$ cat src/hw/rtl/kse_pkg.sv
// Shared types, character codes and register indexes for the keyed signed decimal extractor.
// No dependencies; kse_cell, kse_window, kse_parse and the top level import this package.
package kse_pkg;

	localparam int KSE_MAX_KEY_BYTES = 16;

	// Configuration register indexes
	localparam logic [1:0] CFG_KEY_LOW    = 2'd0;
	localparam logic [1:0] CFG_KEY_HIGH   = 2'd1;
	localparam logic [1:0] CFG_KEY_LENGTH = 2'd2;

	localparam logic [7:0] CHAR_MINUS = 8'h2D;
	localparam logic [7:0] CHAR_PLUS  = 8'h2B;
	localparam logic [7:0] CHAR_SPACE = 8'h20;
	localparam logic [7:0] CHAR_TAB   = 8'h09;
	localparam logic [7:0] CHAR_ZERO  = 8'h30;
	localparam logic [7:0] CHAR_NINE  = 8'h39;

	localparam logic [30:0] MAG_LIMIT = 31'h7FFF_FFFF;
	localparam logic [3:0]  RADIX     = 4'd10;

	typedef enum logic [2:0] {
		PH_SEARCH = 3'd0,
		PH_BLANKS = 3'd1,
		PH_SIGNED = 3'd2,
		PH_DIGITS = 3'd3,
		PH_DONE   = 3'd4
	} phase_t;

	// Control from the parser to the row of window cells.
	typedef struct packed {
		logic shift;
		logic clear;
	} win_ctrl_t;

	// One result as produced by the parser, before the output register.
	typedef struct packed {
		logic        valid;
		logic        found;
		logic [31:0] number;
		logic        overflow;
	} res_t;

	function automatic logic is_digit(input logic [7:0] c);
		is_digit = (c >= CHAR_ZERO) && (c <= CHAR_NINE);
	endfunction

endpackage

$ cat src/hw/rtl/kse_cell.sv
// One cell of the recent-byte window: holds one byte and its valid flag, and compares the
// byte it is about to take against its key byte. Depends on kse_pkg.
module kse_cell (
	input  logic                clk,
	input  logic                arst_n,
	input  kse_pkg::win_ctrl_t  ctrl,
	input  logic [7:0]          prev_byte,
	input  logic                prev_valid,
	input  logic [7:0]          key_byte,
	input  logic                used,
	output logic [7:0]          byte_q,
	output logic                valid_q,
	output logic                hit
);
	import kse_pkg::*;

	// The compare looks at the value this cell holds after the shift.
	assign hit = !used || (prev_valid && (prev_byte == key_byte));

	always_ff @(posedge clk or negedge arst_n) begin
		if (!arst_n) begin
			valid_q <= 1'b0;
		end else if (ctrl.clear) begin
			valid_q <= 1'b0;
		end else if (ctrl.shift) begin
			valid_q <= prev_valid;
		end
	end

	always_ff @(posedge clk) begin
		if (ctrl.shift) begin
			byte_q <= prev_byte;
		end
	end

endmodule

$ cat src/hw/rtl/kse_window.sv
// Row of window cells, newest byte in cell 0, with the masked key compare across the row.
// Depends on kse_pkg and kse_cell.
module kse_window #(
	parameter int MAX_KEY_BYTES = kse_pkg::KSE_MAX_KEY_BYTES
) (
	input  logic                clk,
	input  logic                arst_n,
	input  kse_pkg::win_ctrl_t  ctrl,
	input  logic [7:0]          text_byte,
	input  logic [127:0]        key_all,
	input  logic [4:0]          len_used,
	output logic                key_hit
);
	import kse_pkg::*;

	logic [7:0]               cell_byte  [MAX_KEY_BYTES];
	logic [MAX_KEY_BYTES-1:0] cell_valid;
	logic [MAX_KEY_BYTES-1:0] cell_hit;

	for (genvar j = 0; j < MAX_KEY_BYTES; j++) begin : g_cell
		localparam logic [4:0] POS = 5'(j);
		logic [7:0] prev_byte;
		logic       prev_valid;
		logic [3:0] key_idx;
		logic       used;

		if (j == 0) begin : g_head
			assign prev_byte  = text_byte;
			assign prev_valid = 1'b1;
		end else begin : g_link
			assign prev_byte  = cell_byte[j-1];
			assign prev_valid = cell_valid[j-1];
		end

		// The oldest byte in use lines up with key byte 0.
		assign used    = POS < len_used;
		assign key_idx = 4'(len_used - POS - 5'd1);

		kse_cell u_cell (
			.clk        (clk),
			.arst_n     (arst_n),
			.ctrl       (ctrl),
			.prev_byte  (prev_byte),
			.prev_valid (prev_valid),
			.key_byte   (key_all[{key_idx, 3'b000} +: 8]),
			.used       (used),
			.byte_q     (cell_byte[j]),
			.valid_q    (cell_valid[j]),
			.hit        (cell_hit[j])
		);
	end

	assign key_hit = &cell_hit;

endmodule

$ cat src/hw/rtl/kse_parse.sv
// Phase sequencer and decimal accumulator: decides window shifts and clears, builds the signed
// value and forms the result. Depends on kse_pkg.
module kse_parse (
	input  logic                clk,
	input  logic                arst_n,
	input  logic                take,
	input  logic [7:0]          text_byte,
	input  logic                terminator,
	input  logic                key_hit,
	output kse_pkg::win_ctrl_t  ctrl,
	output kse_pkg::res_t       res
);
	import kse_pkg::*;

	phase_t      phase_q, phase_d;
	logic        neg_q;
	logic [30:0] mag_q;
	logic        sat_q;

	logic        digit;
	logic        blank;
	logic [34:0] acc_sum;
	logic        acc_over;
	logic [30:0] acc_mag;
	logic [31:0] mag_ext;
	logic        accumulate;

	assign digit = is_digit(text_byte);
	assign blank = (text_byte == CHAR_SPACE) || (text_byte == CHAR_TAB);

	// Multiply by ten as two shifts and an add, then add the new digit.
	assign acc_sum  = ({4'b0, mag_q} << 3) + ({4'b0, mag_q} << 1)
		+ 35'(text_byte[3:0]);
	assign acc_over = acc_sum > 35'(MAG_LIMIT);
	assign acc_mag  = acc_over ? MAG_LIMIT : acc_sum[30:0];
	assign mag_ext  = {1'b0, mag_q};

	assign accumulate = take && !terminator && digit
		&& ((phase_q == PH_BLANKS) || (phase_q == PH_SIGNED) || (phase_q == PH_DIGITS));

	// Next phase
	always_comb begin
		phase_d = phase_q;
		if (take) begin
			if (terminator) begin
				phase_d = PH_SEARCH;
			end else begin
				case (phase_q)
					PH_SEARCH: phase_d = key_hit ? PH_BLANKS : PH_SEARCH;
					PH_BLANKS: begin
						if (blank) begin
							phase_d = PH_BLANKS;
						end else if ((text_byte == CHAR_MINUS) || (text_byte == CHAR_PLUS)) begin
							phase_d = PH_SIGNED;
						end else if (digit) begin
							phase_d = PH_DIGITS;
						end else begin
							phase_d = PH_DONE;
						end
					end
					PH_SIGNED: phase_d = digit ? PH_DIGITS : PH_DONE;
					PH_DIGITS: phase_d = digit ? PH_DIGITS : PH_DONE;
					default:   phase_d = PH_DONE;
				endcase
			end
		end
	end

	// Outputs: window control and the result of this transfer
	always_comb begin
		ctrl.clear   = take && terminator;
		ctrl.shift   = take && !terminator && (phase_q == PH_SEARCH);
		res.valid    = 1'b0;
		res.found    = (phase_q == PH_DIGITS);
		if (take) begin
			if (terminator) begin
				res.valid = (phase_q != PH_DONE);
			end else begin
				case (phase_q)
					PH_BLANKS: res.valid = !blank && !digit
						&& (text_byte != CHAR_MINUS) && (text_byte != CHAR_PLUS);
					PH_SIGNED: res.valid = !digit;
					PH_DIGITS: res.valid = !digit;
					default:   res.valid = 1'b0;
				endcase
			end
		end
		if (res.found) begin
			res.number   = neg_q ? (~mag_ext + 32'd1) : mag_ext;
			res.overflow = sat_q;
		end else begin
			res.number   = 32'd0;
			res.overflow = 1'b0;
		end
	end

	always_ff @(posedge clk or negedge arst_n) begin
		if (!arst_n) begin
			phase_q <= PH_SEARCH;
			neg_q   <= 1'b0;
			mag_q   <= 31'd0;
			sat_q   <= 1'b0;
		end else begin
			phase_q <= phase_d;
			if (take && terminator) begin
				neg_q <= 1'b0;
				mag_q <= 31'd0;
				sat_q <= 1'b0;
			end else begin
				if (take && (phase_q == PH_BLANKS) && (text_byte == CHAR_MINUS)) begin
					neg_q <= 1'b1;
				end
				if (accumulate) begin
					mag_q <= acc_mag;
					sat_q <= sat_q | acc_over;
				end
			end
		end
	end

endmodule

$ cat src/hw/rtl/keyed_signed_decimal_extract.sv
// Keyed signed decimal extractor, top level. Takes one text byte per clock cycle, with no
// bubbles, as long as the result register is free or being drained in the same cycle; the key
// compare across the window cells and the multiply-by-ten accumulate are combinational. A
// result appears on the result channel in the cycle after the transfer of the byte or
// terminator that decides it, and text_stall is high only while a result waits and is stalled.
// Configuration is accepted in every cycle (cfg_ready is always high) and must be written while
// no stream is in progress. Depends on kse_pkg, kse_window, kse_cell and kse_parse.
module keyed_signed_decimal_extract #(
	parameter int MAX_KEY_BYTES = kse_pkg::KSE_MAX_KEY_BYTES
) (
	input  logic               clk,
	input  logic               arst_n,
	input  logic               text_valid,
	output logic               text_stall,
	input  logic [7:0]         text_byte,
	input  logic               terminator,
	output logic               result_valid,
	input  logic               result_stall,
	output logic               found,
	output logic signed [31:0] number,
	output logic               overflow,
	input  logic               cfg_valid,
	output logic               cfg_ready,
	input  logic [1:0]         cfg_index,
	input  logic [63:0]        cfg_data
);
	import kse_pkg::*;

	logic [63:0] key_low_q;
	logic [63:0] key_high_q;
	logic [4:0]  key_length_q;
	logic [4:0]  len_used;
	logic        take;
	logic        key_hit;
	win_ctrl_t   ctrl;
	res_t        res;
	logic        out_load;

	assign cfg_ready = 1'b1;

	always_ff @(posedge clk or negedge arst_n) begin
		if (!arst_n) begin
			key_low_q    <= 64'd0;
			key_high_q   <= 64'd0;
			key_length_q <= 5'd1;
		end else if (cfg_valid && cfg_ready) begin
			case (cfg_index)
				CFG_KEY_LOW:    key_low_q    <= cfg_data;
				CFG_KEY_HIGH:   key_high_q   <= cfg_data;
				CFG_KEY_LENGTH: key_length_q <= cfg_data[4:0];
				default:        ;
			endcase
		end
	end

	// A length of zero counts as one; lengths beyond the window are clipped to it.
	always_comb begin
		if (key_length_q == 5'd0) begin
			len_used = 5'd1;
		end else if (key_length_q > 5'(MAX_KEY_BYTES)) begin
			len_used = 5'(MAX_KEY_BYTES);
		end else begin
			len_used = key_length_q;
		end
	end

	assign text_stall = result_valid && result_stall;
	assign take       = text_valid && !text_stall;

	kse_window #(
		.MAX_KEY_BYTES (MAX_KEY_BYTES)
	) u_window (
		.clk       (clk),
		.arst_n    (arst_n),
		.ctrl      (ctrl),
		.text_byte (text_byte),
		.key_all   ({key_high_q, key_low_q}),
		.len_used  (len_used),
		.key_hit   (key_hit)
	);

	kse_parse u_parse (
		.clk        (clk),
		.arst_n     (arst_n),
		.take       (take),
		.text_byte  (text_byte),
		.terminator (terminator),
		.key_hit    (key_hit),
		.ctrl       (ctrl),
		.res        (res)
	);

	// The result register refills whenever it is empty or its transfer completes.
	assign out_load = !result_valid || !result_stall;

	always_ff @(posedge clk or negedge arst_n) begin
		if (!arst_n) begin
			result_valid <= 1'b0;
		end else if (out_load) begin
			result_valid <= res.valid;
		end
	end

	always_ff @(posedge clk) begin
		if (out_load && res.valid) begin
			found    <= res.found;
			number   <= res.number;
			overflow <= res.overflow;
		end
	end

endmodule

$ cat config.mk
export PLATFORM = sky130hd
export DESIGN_NAME = keyed_signed_decimal_extract
export DESIGN_NICKNAME = d
export VERILOG_FILES = /design/src/hw/rtl/kse_pkg.sv /design/src/hw/rtl/kse_cell.sv /design/src/hw/rtl/kse_window.sv /design/src/hw/rtl/kse_parse.sv /design/src/hw/rtl/keyed_signed_decimal_extract.sv
export SDC_FILE = /design/constraint.sdc
export NUM_CORES = 1
export LEC_CHECK = 0
export BUFFER_PORTS_ARGS = -buffer_cell sky130_fd_sc_hd__buf_2
export CAP_MARGIN = 20
export CORE_MARGIN = 1.5
export CORE_UTILIZATION = 55
export CTS_CLUSTER_SIZE = 25
export DETAILED_ROUTE_END_ITERATION = 8
export PLACE_DENSITY_LB_ADDON = 0.12
export SLEW_MARGIN = 5
export SYNTH_ARGS = -nofsm -noshare
export SYNTH_HDL_FRONTEND = slang
export SYNTH_SLANG_ARGS = --single-unit
$ cat constraint.sdc
create_clock -name clk -period 6.2 [get_ports clk]
set_input_delay 1.24 -clock clk [delete_from_list [all_inputs] [get_ports clk]]
set_output_delay 1.24 -clock clk [all_outputs]
set_load 0.02 [all_outputs]
---- Word level (Yosys, flattened, before mapping) ----
Cells that the tools add are included.
word-level totals
  register bits after elaboration ......... 339
  output and inout bits ................... 37
  word-level logic and storage cells ...... 274
cells by class
  shift-type cells ........................ 16
  bitwise logic cells ..................... 2
  multiplexer cells ....................... 49
  equal/unequal tests ..................... 28
  reduce and logical (&&, ||, !) cells .... 84
  $add $sub $neg .......................... 33
  magnitude comparators ................... 20
operators by type and width
  cell                                                                     number
  128-bit by 8-bit indexed part select with 8-bit output                   16
  8-bit equality test                                                      16
  31-bit 2-to-1 mux                                                        4
  4-bit by 1-bit subtractor with 4-bit output (second input constant)      16
  4-bit by 5-bit < comparator with 1-bit output (first input constant)     8
  1-bit 2-to-1 mux                                                         37
  34-bit by 32-bit adder with 35-bit output                                1
  35-bit by 4-bit adder with 35-bit output                                 1
  35-bit by 31-bit > comparator with 1-bit output (second input constant)  1
  32-bit by 1-bit adder with 32-bit output (second input constant)         1
  31-bit inverter with 32-bit output                                       1
  4-bit subtractor (second input constant)                                 8
  1-bit logical AND                                                        29
  8-bit by 6-bit equality test with 1-bit output (second input constant)   3
  1-bit logical NOT                                                        22
  1-bit logical OR                                                         21
  3-bit by 5-bit < comparator with 1-bit output (first input constant)     4
  8-bit by 6-bit != test with 1-bit output (second input constant)         2
  16-bit AND reduction                                                     1
  4-bit by 3-bit subtractor with 4-bit output (second input constant)      4
  3-bit 2-to-1 mux                                                         4
  1-bit by 5-bit < comparator with 1-bit output (first input constant)     2
  2-bit by 5-bit < comparator with 1-bit output (first input constant)     2
  5-bit 2-to-1 mux                                                         2
  other kinds (19)                                                         26

---- Longest topological paths before layout ----
Gate-level depths: netlist of the first run.
  depth after elaboration ................. 13
  gate-level depth with buffers ........... 21
  depth with buffers taken out ............ 15

---- Cells and area by module ----
From an unflattened synthesis of the first run, not the netlist that was laid out.
second synthesis, totals
  cell total of the unflattened synthesis .. 1747
  area, all modules ....................... 24120.6 sq um
modules (own cells, without submodules)
  module                        cells each  instances  area an instance (sq um)
  kse_window                    468         1          7098.1
  keyed_signed_decimal_extract  332         1          6482.5
  kse_cell                      23          16         376.6
  kse_parse                     579         1          4514.3

---- Worst setup path before layout of the first run ----
No wires, ideal clock.
  kind .................................... input -> register
  start point ............................. in result_stall
  end point ............................... reg u_window.g_cell[0].u_cell.byte_q[0], enable pin
  required time ........................... 5669 ps
  path buffers ............................ 1
  arrival ................................. 5560 ps
  slack ................................... 108 ps
  stages .................................. 5
  cells stage by stage .................... nand2_1 -> nand2_1 -> or3_1 -> nor3_1 -> clkbuf_1
RTL lines
  element               RTL line                            source
  from (decl)           keyed_signed_decimal_extract.sv:18  input logic result_stall,
  to (signal assigned)  kse_cell.sv:32                      byte_q <= prev_byte;
  to (decl)             kse_cell.sv:11                      output logic [7:0] byte_q,

---- Final worst setup path of the first run ----
  start point ............................. in text_byte[3]
  end point ............................... reg u_parse.mag_q[25]
between the ends
  cells in the longest elaborated chain, start to end .. 5
  elaborated cells on any way between the ends .. 11
  those cells by class .................... add/sub: 1; order compare: 3; mux: 3; reduce/logical: 4
ends and longest elaborated chain
  element                                                                                      RTL line                            source
  from (decl)                                                                                  keyed_signed_decimal_extract.sv:15  input logic [7:0] text_byte,
  35-bit by 4-bit adder with 35-bit output (tied with other cells)                             kse_parse.sv:33                     + 35'(text_byte[3:0]);
  35-bit by 31-bit > comparator with 1-bit output / 1-bit logical AND (equally long branches)  kse_parse.sv:34, kse_pkg.sv:45
  31-bit 2-to-1 mux / 1-bit logical AND (equally long branches)                                kse_parse.sv:35, kse_parse.sv:38
  31-bit 2-to-1 mux / 1-bit logical AND (equally long branches)                                kse_parse.sv:113, kse_parse.sv:39
  31-bit 2-to-1 mux / 2-bit nonzero test (equally long branches)                               --
  to (signal assigned)                                                                         kse_parse.sv:114                    mag_q <= acc_mag;
  to (decl)                                                                                    kse_parse.sv:17                     logic [30:0] mag_q;
Several ways; a longest one is shown, not always the timed one. The select of a mux whose other input is x is not followed.
A chain may end at the register's enable or synchronous reset.

==> impl_metrics.csv, run 1 <==
group,metric,value,unit
power_and_ir_drop,powerDensity,388,mW/mm²
worst_setup_path,endpoint,"u_parse.mag_q[25]$_DFFE_PN0P_",
routing,dr.pass1.iters,6,
finish,fin_nets,2225,
worst_setup_path,critPathLaunchType,"input pin",
place,gp_congestion,1.05,
worst_setup_path,critPathKind,"in2reg",
routing,routedWlPerCell,26.8,µm
sta,rsz0062_at_grt,"no",
routing,postRouteAntennaNets,0,
clock_tree,cts_buffers,39,
worst_setup_path,cp_slowest_cell,"a2111oi_0",
floorplan,ios,117,
finish,postLayoutCoreUtil,61.5,%
worst_setup_path,rr_startpoint,"u_parse.mag_q[2]$_DFFE_PN0P_",
worst_setup_path,crit_path_start,"text_byte[3]",
grt,grt_pass1_wl,109,mm
clock_tree,cts_setup_buffers,0,
power_and_ir_drop,peakVddDrop,0.000244,V
worst_setup_path,ff2ff_path_depth,15,
place,place_hpwl,54.3,mm
routing,vias_per_cell,6.78,
sta,slew_viol_final,0,
sta,setup_slack,0.725,ns
sta,period_share,88.3,%
worst_setup_path,cp.depth,16,
yosys,synth_area,0.0242,mm²
place,place_inst,2619,
sta,final_hold_viol_count,0,
power_and_ir_drop,p_comb_share,48.6,%
worst_setup_path,cp_cell_sequence,"buf_2 -> inv_1 -> fa_1 -> inv_1 -> ha_1 -> a21o_1 -> a21oi_1 -> o21ai_0 -> a31oi_1 -> o21ai_0 -> a2111oi_0 -> nor2_1 -> a211oi_1 -> a31oi_2 -> nor3_1 -> a31oi_1",
sta,setup_tns,0,ns
finish,nFillCells,3521,
clock_tree,insertion_delay,0.57,ns
floorplan,core-area,0.0432,mm²
worst_setup_path,rrSetupSlack,1.12,ns
worst_setup_path,cp_max_fo,7,
power_and_ir_drop,seqPwrFrac,28.3,%
routing,highest_layer,"met5",
min_path,hold_path_depth,0,
power_and_ir_drop,switching_power,4.07,mW
sta,worst_pin_slew,0.965,ns
yosys,synth-seq-area-share,38.3,%
place,dp_slack,0.166,ns
sta,holdWs,0.470,ns
yosys,ys.flop_type,"dfrtp_1",
routing,met1Wirelength,30.8,mm
clock_tree,hold_buffers,0,
clock_tree,cts_tree,"done",
floorplan,num_rows,76,
floorplan,die_area,0.0452,mm²
clock_tree,clock-sinks,339,
yosys,ys_seq_elements,339,
grt,gr-usage-all-layers,32.5,%
power_and_ir_drop,swShare,39.6,%
yosys,syn-instance-count,1999,
yosys,avgSynthCellArea,12.1,µm²
worst_setup_path,cp.arrival,5.86,ns
floorplan,die_height,213,µm
clock_tree,clk_pin_slew,0.06,ns
finish,finalNonFillerCells,2691,
clock_tree,htreeDepth,2,
yosys,ys_types,87,
worst_setup_path,cp.required,6.59,ns
sta,max_slew_margin,35.6,%
power_and_ir_drop,clockPowerShare,23.2,%
yosys,synth_nets,2149,
finish,stdcell_area,0.0265,mm²
routing,drt_iter0_markers,2503,
grt,grt_max_degree,87,
yosys,yosys_warnings,0,
worst_setup_path,rr_endpoint,"u_parse.mag_q[25]$_DFFE_PN0P_",
clock_tree,max-clock-path-buffers,3,
yosys,async_reset_ff_share,54.6,%
grt,overflow,0,
routing,route.vias.total,18300,
worst_setup_path,critPathBufInv,3,
floorplan,start_util,55.9,%
finish,areaGrowthSynthToFinish,9.89,%
sta,clock.fmax,183,MHz
finish,layout-drive-gt1-share,26.9,%
routing,met3RoutedLength,7.40,mm
sta,period_needed,5.48,ns
routing,wirelength,72.0,mm
routing,drcViolationCount,0,
floorplan,die_w,213,µm
outcome,status,"finished clean",
power_and_ir_drop,power,10.3,mW
sta,setup_viol,0,
grt,antenna_found_initial,1,
clock_tree,postCtsResizedCells,0,
worst_setup_path,path_delay_family,"compound AO/OA/AOI/OAI gates",
run,drv_cap,0,
sta,fin_worst_skew,0.0148,ns
grt,grt_pass1_vias,17400,
clock_tree,cts_root_buffer,"clkbuf_16",
power_and_ir_drop,p_int,6.22,mW
worst_setup_path,worstSetupEndpointType,"register",
min_path,hold_path_class,"reg2reg",
place,placedInstanceArea,0.0252,mm²
routing,wl_met2,31.8,mm
power_and_ir_drop,power.leakage,10.7,nW
place,port_buffers,115,
worst_setup_path,cp_slowest_stage_delay,0.71,ns
yosys,synth_edf_count,154,
state kept, by name (all words and copies together) (netlist names):
signal / flops
found: 1
key_high_q: 64
key_length_q: 5
key_low_q: 64
number: 32
overflow: 1
result_valid: 1
u_parse.mag_q: 31
u_parse.neg_q: 1
u_parse.phase_q: 3
u_parse.sat_q: 1
u_window.g_cell.u_cell.byte_q: 120
u_window.g_cell.u_cell.valid_q: 15
layer usage:
metal	global-route usage, %	vias to the layer above
met2	48.3	952
met5	0	-
met3	6.63	125
met1	48.6	9258
met4	8.83	2
li1	-	7915
worst min path at each step:
stage                                                        start                                              to  slack (ns)
finish               u_window.g_cell[0].u_cell.byte_q[0]$_DFFE_PP_   u_window.g_cell[1].u_cell.byte_q[0]$_DFFE_PP_        0.47
global route        u_window.g_cell[13].u_cell.byte_q[4]$_DFFE_PP_  u_window.g_cell[14].u_cell.byte_q[4]$_DFFE_PP_        0.48
CTS                 u_window.g_cell[11].u_cell.byte_q[2]$_DFFE_PP_  u_window.g_cell[12].u_cell.byte_q[2]$_DFFE_PP_        0.47
detailed placement  u_window.g_cell[10].u_cell.byte_q[3]$_DFFE_PP_  u_window.g_cell[11].u_cell.byte_q[3]$_DFFE_PP_        0.45
global placement     u_window.g_cell[9].u_cell.byte_q[6]$_DFFE_PP_  u_window.g_cell[10].u_cell.byte_q[6]$_DFFE_PP_        0.45
floorplan            u_window.g_cell[0].u_cell.byte_q[0]$_DFFE_PP_   u_window.g_cell[1].u_cell.byte_q[0]$_DFFE_PP_        0.44
cell type report:
class / instances / area, µm² / area share [%]
antenna: 1 / 2.50 / 0.00943
clock buffer: 56 / 1150 / 4.35
clock inverter: 15 / 158 / 0.594
inverter: 34 / 135 / 0.509
multi-input combinational: 1500 / 14200 / 53.3
sequential: 339 / 9260 / 34.9
tap: 585 / 732 / 2.76
timing repair buffer: 161 / 955 / 3.60
cells in the mapped netlist, drive strengths merged (6+ instances only):
library cell  instances  area, µm²
or3                  11       68.8
and3                 15       93.8
clkbuf               60        225
nor2                 95        359
nand2               117        442
inv                  33        131
o21a                  6       45.0
nor3                 25        136
mux2                135       1520
a31oi                15       93.8
dfrtp               184       4600
nor2b                10       62.6
o21ai                73        365
nand3                72        365
nand2b                7       43.8
mux2i               188       1880
ha                   68        851
buf                  66        464
xnor2               103        902
o31ai                13        116
mux4                172       3870
nor4                 46        315
a221oi                9       91.3
o211ai               10       75.1
o21bai                7       52.6
a21oi                61        309
a22oi                24        180
xor2                 79        711
edfxtp              154       4620
or4                   8       63.8
a21o                 23        173
a22o                  7       61.3
a211oi               22        165
nand4                14       87.6
power groups by stage:
stage | clock network (mW) | logic, mW | registers, mW
3_5_place_dp | 0 | 4.87 | 2.94
4_1_cts | 2.42 | 4.89 | 2.89
6_report | 2.38 | 5.00 | 2.91
5_1_grt | 2.49 | 5.19 | 2.94
2_1_floorplan | 0 | 3.50 | 2.81
3_3_place_gp | 0 | 4.79 | 2.92
cell families after synthesis:
group | after synthesis | synth area share [%]
muxes | 495 | 30.1
and+or+nand+nor | 445 | 9.22
DFF | 339 | 38.3
AOI/OAI and AO/OA | 306 | 8.44
xor gates and xnor gates | 183 | 6.77
buffers and inverters | 160 | 3.41
adders and majority gates | 70 | 3.69
other | 1 | 0.0155
cells in the final DEF, fill, tap and decap left out, types with 22 or more instances in the layout:
cell type / instances
mux2i_1: 188
dfrtp_1: 184
mux4_2: 172
edfxtp_1: 154
mux2_2: 134
nand2_1: 116
buf_2: 114
xnor2_1: 99
nor2_1: 92
xor2_1: 78
o21ai_0: 73
nand3_1: 70
ha_1: 68
a21oi_1: 60
buf_4: 44
nor4_1: 43
clkbuf_16: 42
inv_1: 29
a22oi_1: 24
nor3_1: 23
a21o_1: 23
a211oi_1: 22
No activity file was read; power rests on OpenSTA's default activity.
==> run 2, diff against run 1 <==
--- a/config.mk
+++ b/config.mk
@@ -5,6 +5,7 @@
 export SDC_FILE = /design/constraint.sdc
 export NUM_CORES = 1
 export LEC_CHECK = 0
+export ABC_CLOCK_PERIOD_IN_PS = 6200
 export BUFFER_PORTS_ARGS = -buffer_cell sky130_fd_sc_hd__buf_2
 export CAP_MARGIN = 20
 export CORE_MARGIN = 1.5
@@ -12,6 +13,7 @@
 export CTS_CLUSTER_SIZE = 25
 export DETAILED_ROUTE_END_ITERATION = 8
 export PLACE_DENSITY_LB_ADDON = 0.12
+export RECOVER_POWER = 50
 export SLEW_MARGIN = 5
 export SYNTH_ARGS = -nofsm -noshare
 export SYNTH_HDL_FRONTEND = slang
==> constraint.sdc (replaced) <==
create_clock -name clk -period 6.2 [get_ports clk]
set_input_delay 0.62 -clock clk [delete_from_list [all_inputs] [get_ports clk]]
set_output_delay 0.62 -clock clk [all_outputs]
set_load 0.02 [all_outputs]
==> run 2 against run 1 <==
Net effect: the run now ends with capacitance limit, slew limit left; clock skew rose by 0.0047 ns; total power rose by 1.1%; count of clock-buffer cells in the layout fell by 6; cell area rose by 0.26%; worst setup slack improved by 0.39 ns; hold slack got worse by 0.19 ns; via count rose by 0.77%; critical path type is now reg2reg; largest cell class unchanged.
==> impl_metrics.csv, run 2 (synthesis results as in run 1) <==
group,metric,value,unit
outcome,status,"complete, but fails checks",
outcome,violations,"capacitance limit, slew limit",
min_path,hold_path_depth,3,
place,place_hpwl,55.6,mm
routing,drcViolationCount,0,
worst_setup_path,worstSetupEndpointType,"register",
grt,overflow,0,
sta,max_slew_margin,-222,%
worst_setup_path,rr_endpoint,"u_parse.phase_q[0]$_DFFE_PN0P_",
worst_setup_path,cp_slowest_cell,"clkbuf_1",
worst_setup_path,rr_startpoint,"key_length_q[1]$_DFFE_PN0P_",
power_and_ir_drop,power.leakage,10.7,nW
power_and_ir_drop,switching_power,4.17,mW
floorplan,die_area,0.0452,mm²
clock_tree,clock-sinks,339,
finish,fin_nets,2231,
clock_tree,cts_setup_buffers,0,
routing,drt_iter0_markers,2446,
sta,final_hold_viol_count,0,
worst_setup_path,cp_slowest_stage_delay,0.86,ns
grt,grt_pass1_wl,110,mm
worst_setup_path,cp.required,6.69,ns
grt,met1_usage,48.9,%
power_and_ir_drop,swShare,40.1,%
min_path,holdPathEnd,"key_low_q[20]$_DFFE_PN0P_",
clock_tree,htreeDepth,2,
finish,layout_commonest_cell,"mux2i_1",
worst_setup_path,rrSetupSlack,1.12,ns
grt,gr-usage-met2,48.2,%
sta,holdWs,0.281,ns
power_and_ir_drop,peakVddDrop,0.000248,V
clock_tree,cts_buffers,40,
routing,postRouteAntennaNets,0,
place,port_buffers,115,
worst_setup_path,critPathLaunchType,"register",
grt,top_usage_layer,"met1",
sta,worst_pin_slew,4.84,ns
place,gp_congestion,1.02,
sta,clock.fmax,197,MHz
floorplan,ios,117,
floorplan,start_util,55.9,%
place,placedInstanceArea,0.0253,mm²
routing,route.vias.total,18400,
power_and_ir_drop,clockPowerShare,23.4,%
clock_tree,clk_pin_slew,0.06,ns
sta,fin_worst_skew,0.0194,ns
sta,slew_viol_final,236,
finish,largest_register,"u_window.g_cell.u_cell.byte_q",
power_and_ir_drop,power,10.4,mW
grt,grt_pass1_vias,17300,
finish,layout-drive-gt1-share,26.6,%
grt,antenna_found_initial,1,
grt,gr-usage-all-layers,33.1,%
clock_tree,max-clock-path-buffers,3,
worst_setup_path,cp_max_fo,18,
clock_tree,hold_buffers,0,
run,drv_cap,3,
finish,areaGrowthSynthToFinish,10.2,%
grt,use_met3,8.48,%
sta,rsz0062_at_grt,"no",
worst_setup_path,cp.arrival,5.57,ns
power_and_ir_drop,powerDensity,391,mW/mm²
min_path,min-delay-start,"cfg_data[20]",
grt,grt_max_degree,102,
worst_setup_path,cp_cell_sequence,"clkbuf_1 -> or3_1 -> a21oi_2 -> or4_4 -> nand2_2 -> mux4_2 -> mux2_4 -> nor4_4 -> nand3_2 -> a221oi_2 -> o211ai_1 -> o31ai_2",
finish,stdcell_area,0.0266,mm²
sta,setup_viol,0,
sta,period_share,82.0,%
floorplan,die_height,213,µm
clock_tree,cts_tree,"done",
min_path,hold_path_class,"in2reg",
floorplan,die_w,213,µm
sta,period_needed,5.08,ns
routing,routedWlPerCell,27.1,µm
finish,largest_reg_flops,120,
finish,largestRegisters,"u_window.g_cell.u_cell.byte_q: 120 flops, key_high_q: 64 flops, key_low_q: 64 flops",
power_and_ir_drop,seqPwrFrac,28.1,%
power_and_ir_drop,p_int,6.23,mW
worst_setup_path,ff2ff_path_depth,12,
sta,setup_tns,0,ns
power_and_ir_drop,p_comb_share,48.6,%
clock_tree,insertion_delay,0.58,ns
floorplan,core-area,0.0432,mm²
routing,dr.pass1.iters,6,
routing,vias_per_cell,6.82,
worst_setup_path,critPathKind,"reg2reg",
floorplan,num_rows,76,
clock_tree,cts_root_buffer,"clkbuf_16",
finish,final_cell_mix,"mux2i_1, dfrtp_1, mux4_2, edfxtp_1, mux2_2",
clock_tree,postCtsResizedCells,0,
routing,wirelength,73.2,mm
finish,nFillCells,3515,
[run 2: cell types whose count changed in the layout (fill, tap and decap cells not counted), moves of 2 or more]
cell	delta
buf_2	-10
buf_4	-2
clkbuf_1	+9
clkbuf_8	-2
clkinv_4	+2
clkinvlp_4	+2
inv_4	+2
inv_6	+2
[run 2: cell type report]
cell class / instances / area (µm²) / area share [%]
sequential: 339 / 9260 / 34.8
clock inverter: 23 / 228 / 0.856
timing repair buffer: 166 / 991 / 3.72
multi-input combinational: 1500 / 14100 / 53.2
inverter: 34 / 135 / 0.508
clock buffer: 50 / 1120 / 4.21
tap: 585 / 732 / 2.75
antenna: 1 / 2.50 / 0.00940
[run 2: how the worst max path moves through the flow]
stage | cells after the start | slack, ns | end | startpoint
3_3_place_gp | 16 | 1.11 | u_parse.mag_q[25]$_DFFE_PN0P_ | text_byte[3]
6_report | 12 | 1.12 | u_parse.phase_q[0]$_DFFE_PN0P_ | key_length_q[1]$_DFFE_PN0P_
5_1_grt | 1 | 0.45 | key_high_q[49]$_DFFE_PN0P_ | arst_n
3_5_place_dp | 17 | 0.94 | u_parse.mag_q[3]$_DFFE_PN0P_ | text_byte[3]
4_1_cts | 16 | 1.25 | u_parse.mag_q[3]$_DFFE_PN0P_ | u_parse.mag_q[2]$_DFFE_PN0P_
2_1_floorplan | 5 | 0.73 | u_window.g_cell[0].u_cell.byte_q[0]$_DFFE_PP_ | result_stall
[run 2: power by group through the flow]
stage	combinational, mW	sequential (mW)	clock, mW
final	5.05	2.92	2.43
after global routing	5.25	2.95	2.55
after CTS	4.94	2.90	2.47
after detailed placement	4.93	2.94	0
after global placement	4.84	2.92	0
after floorplan	3.50	2.81	0
[run 2: critical path: cells and delay by family, from the launching register on]
kind	cells	cell delay [ns]
AND/OR/NAND/NOR	5	1.68
flip-flops	1	0.58
AO/OA/AOI/OAI	4	0.86
multiplexers	2	1.03
buffers and inverters	1	0.86
[run 2: routing by layer]
layer  part of all wire [%]  vias to the layer above
met2                     44                      987
met4                    2.9                        0
met5                      0                        -
met1                     42                     9306
met3                     11                      136
li1                       -                     7963
[run 2: through the flow]
stage,utilization (%),worst slack (ns),instances
after global placement,58.5,1.11,2622
after floorplan,-,0.728,1999
after global routing,61.6,0.451,2698
after CTS,61.6,1.25,2695
final,61.6,1.12,2698
after detailed placement,58.5,0.935,2622
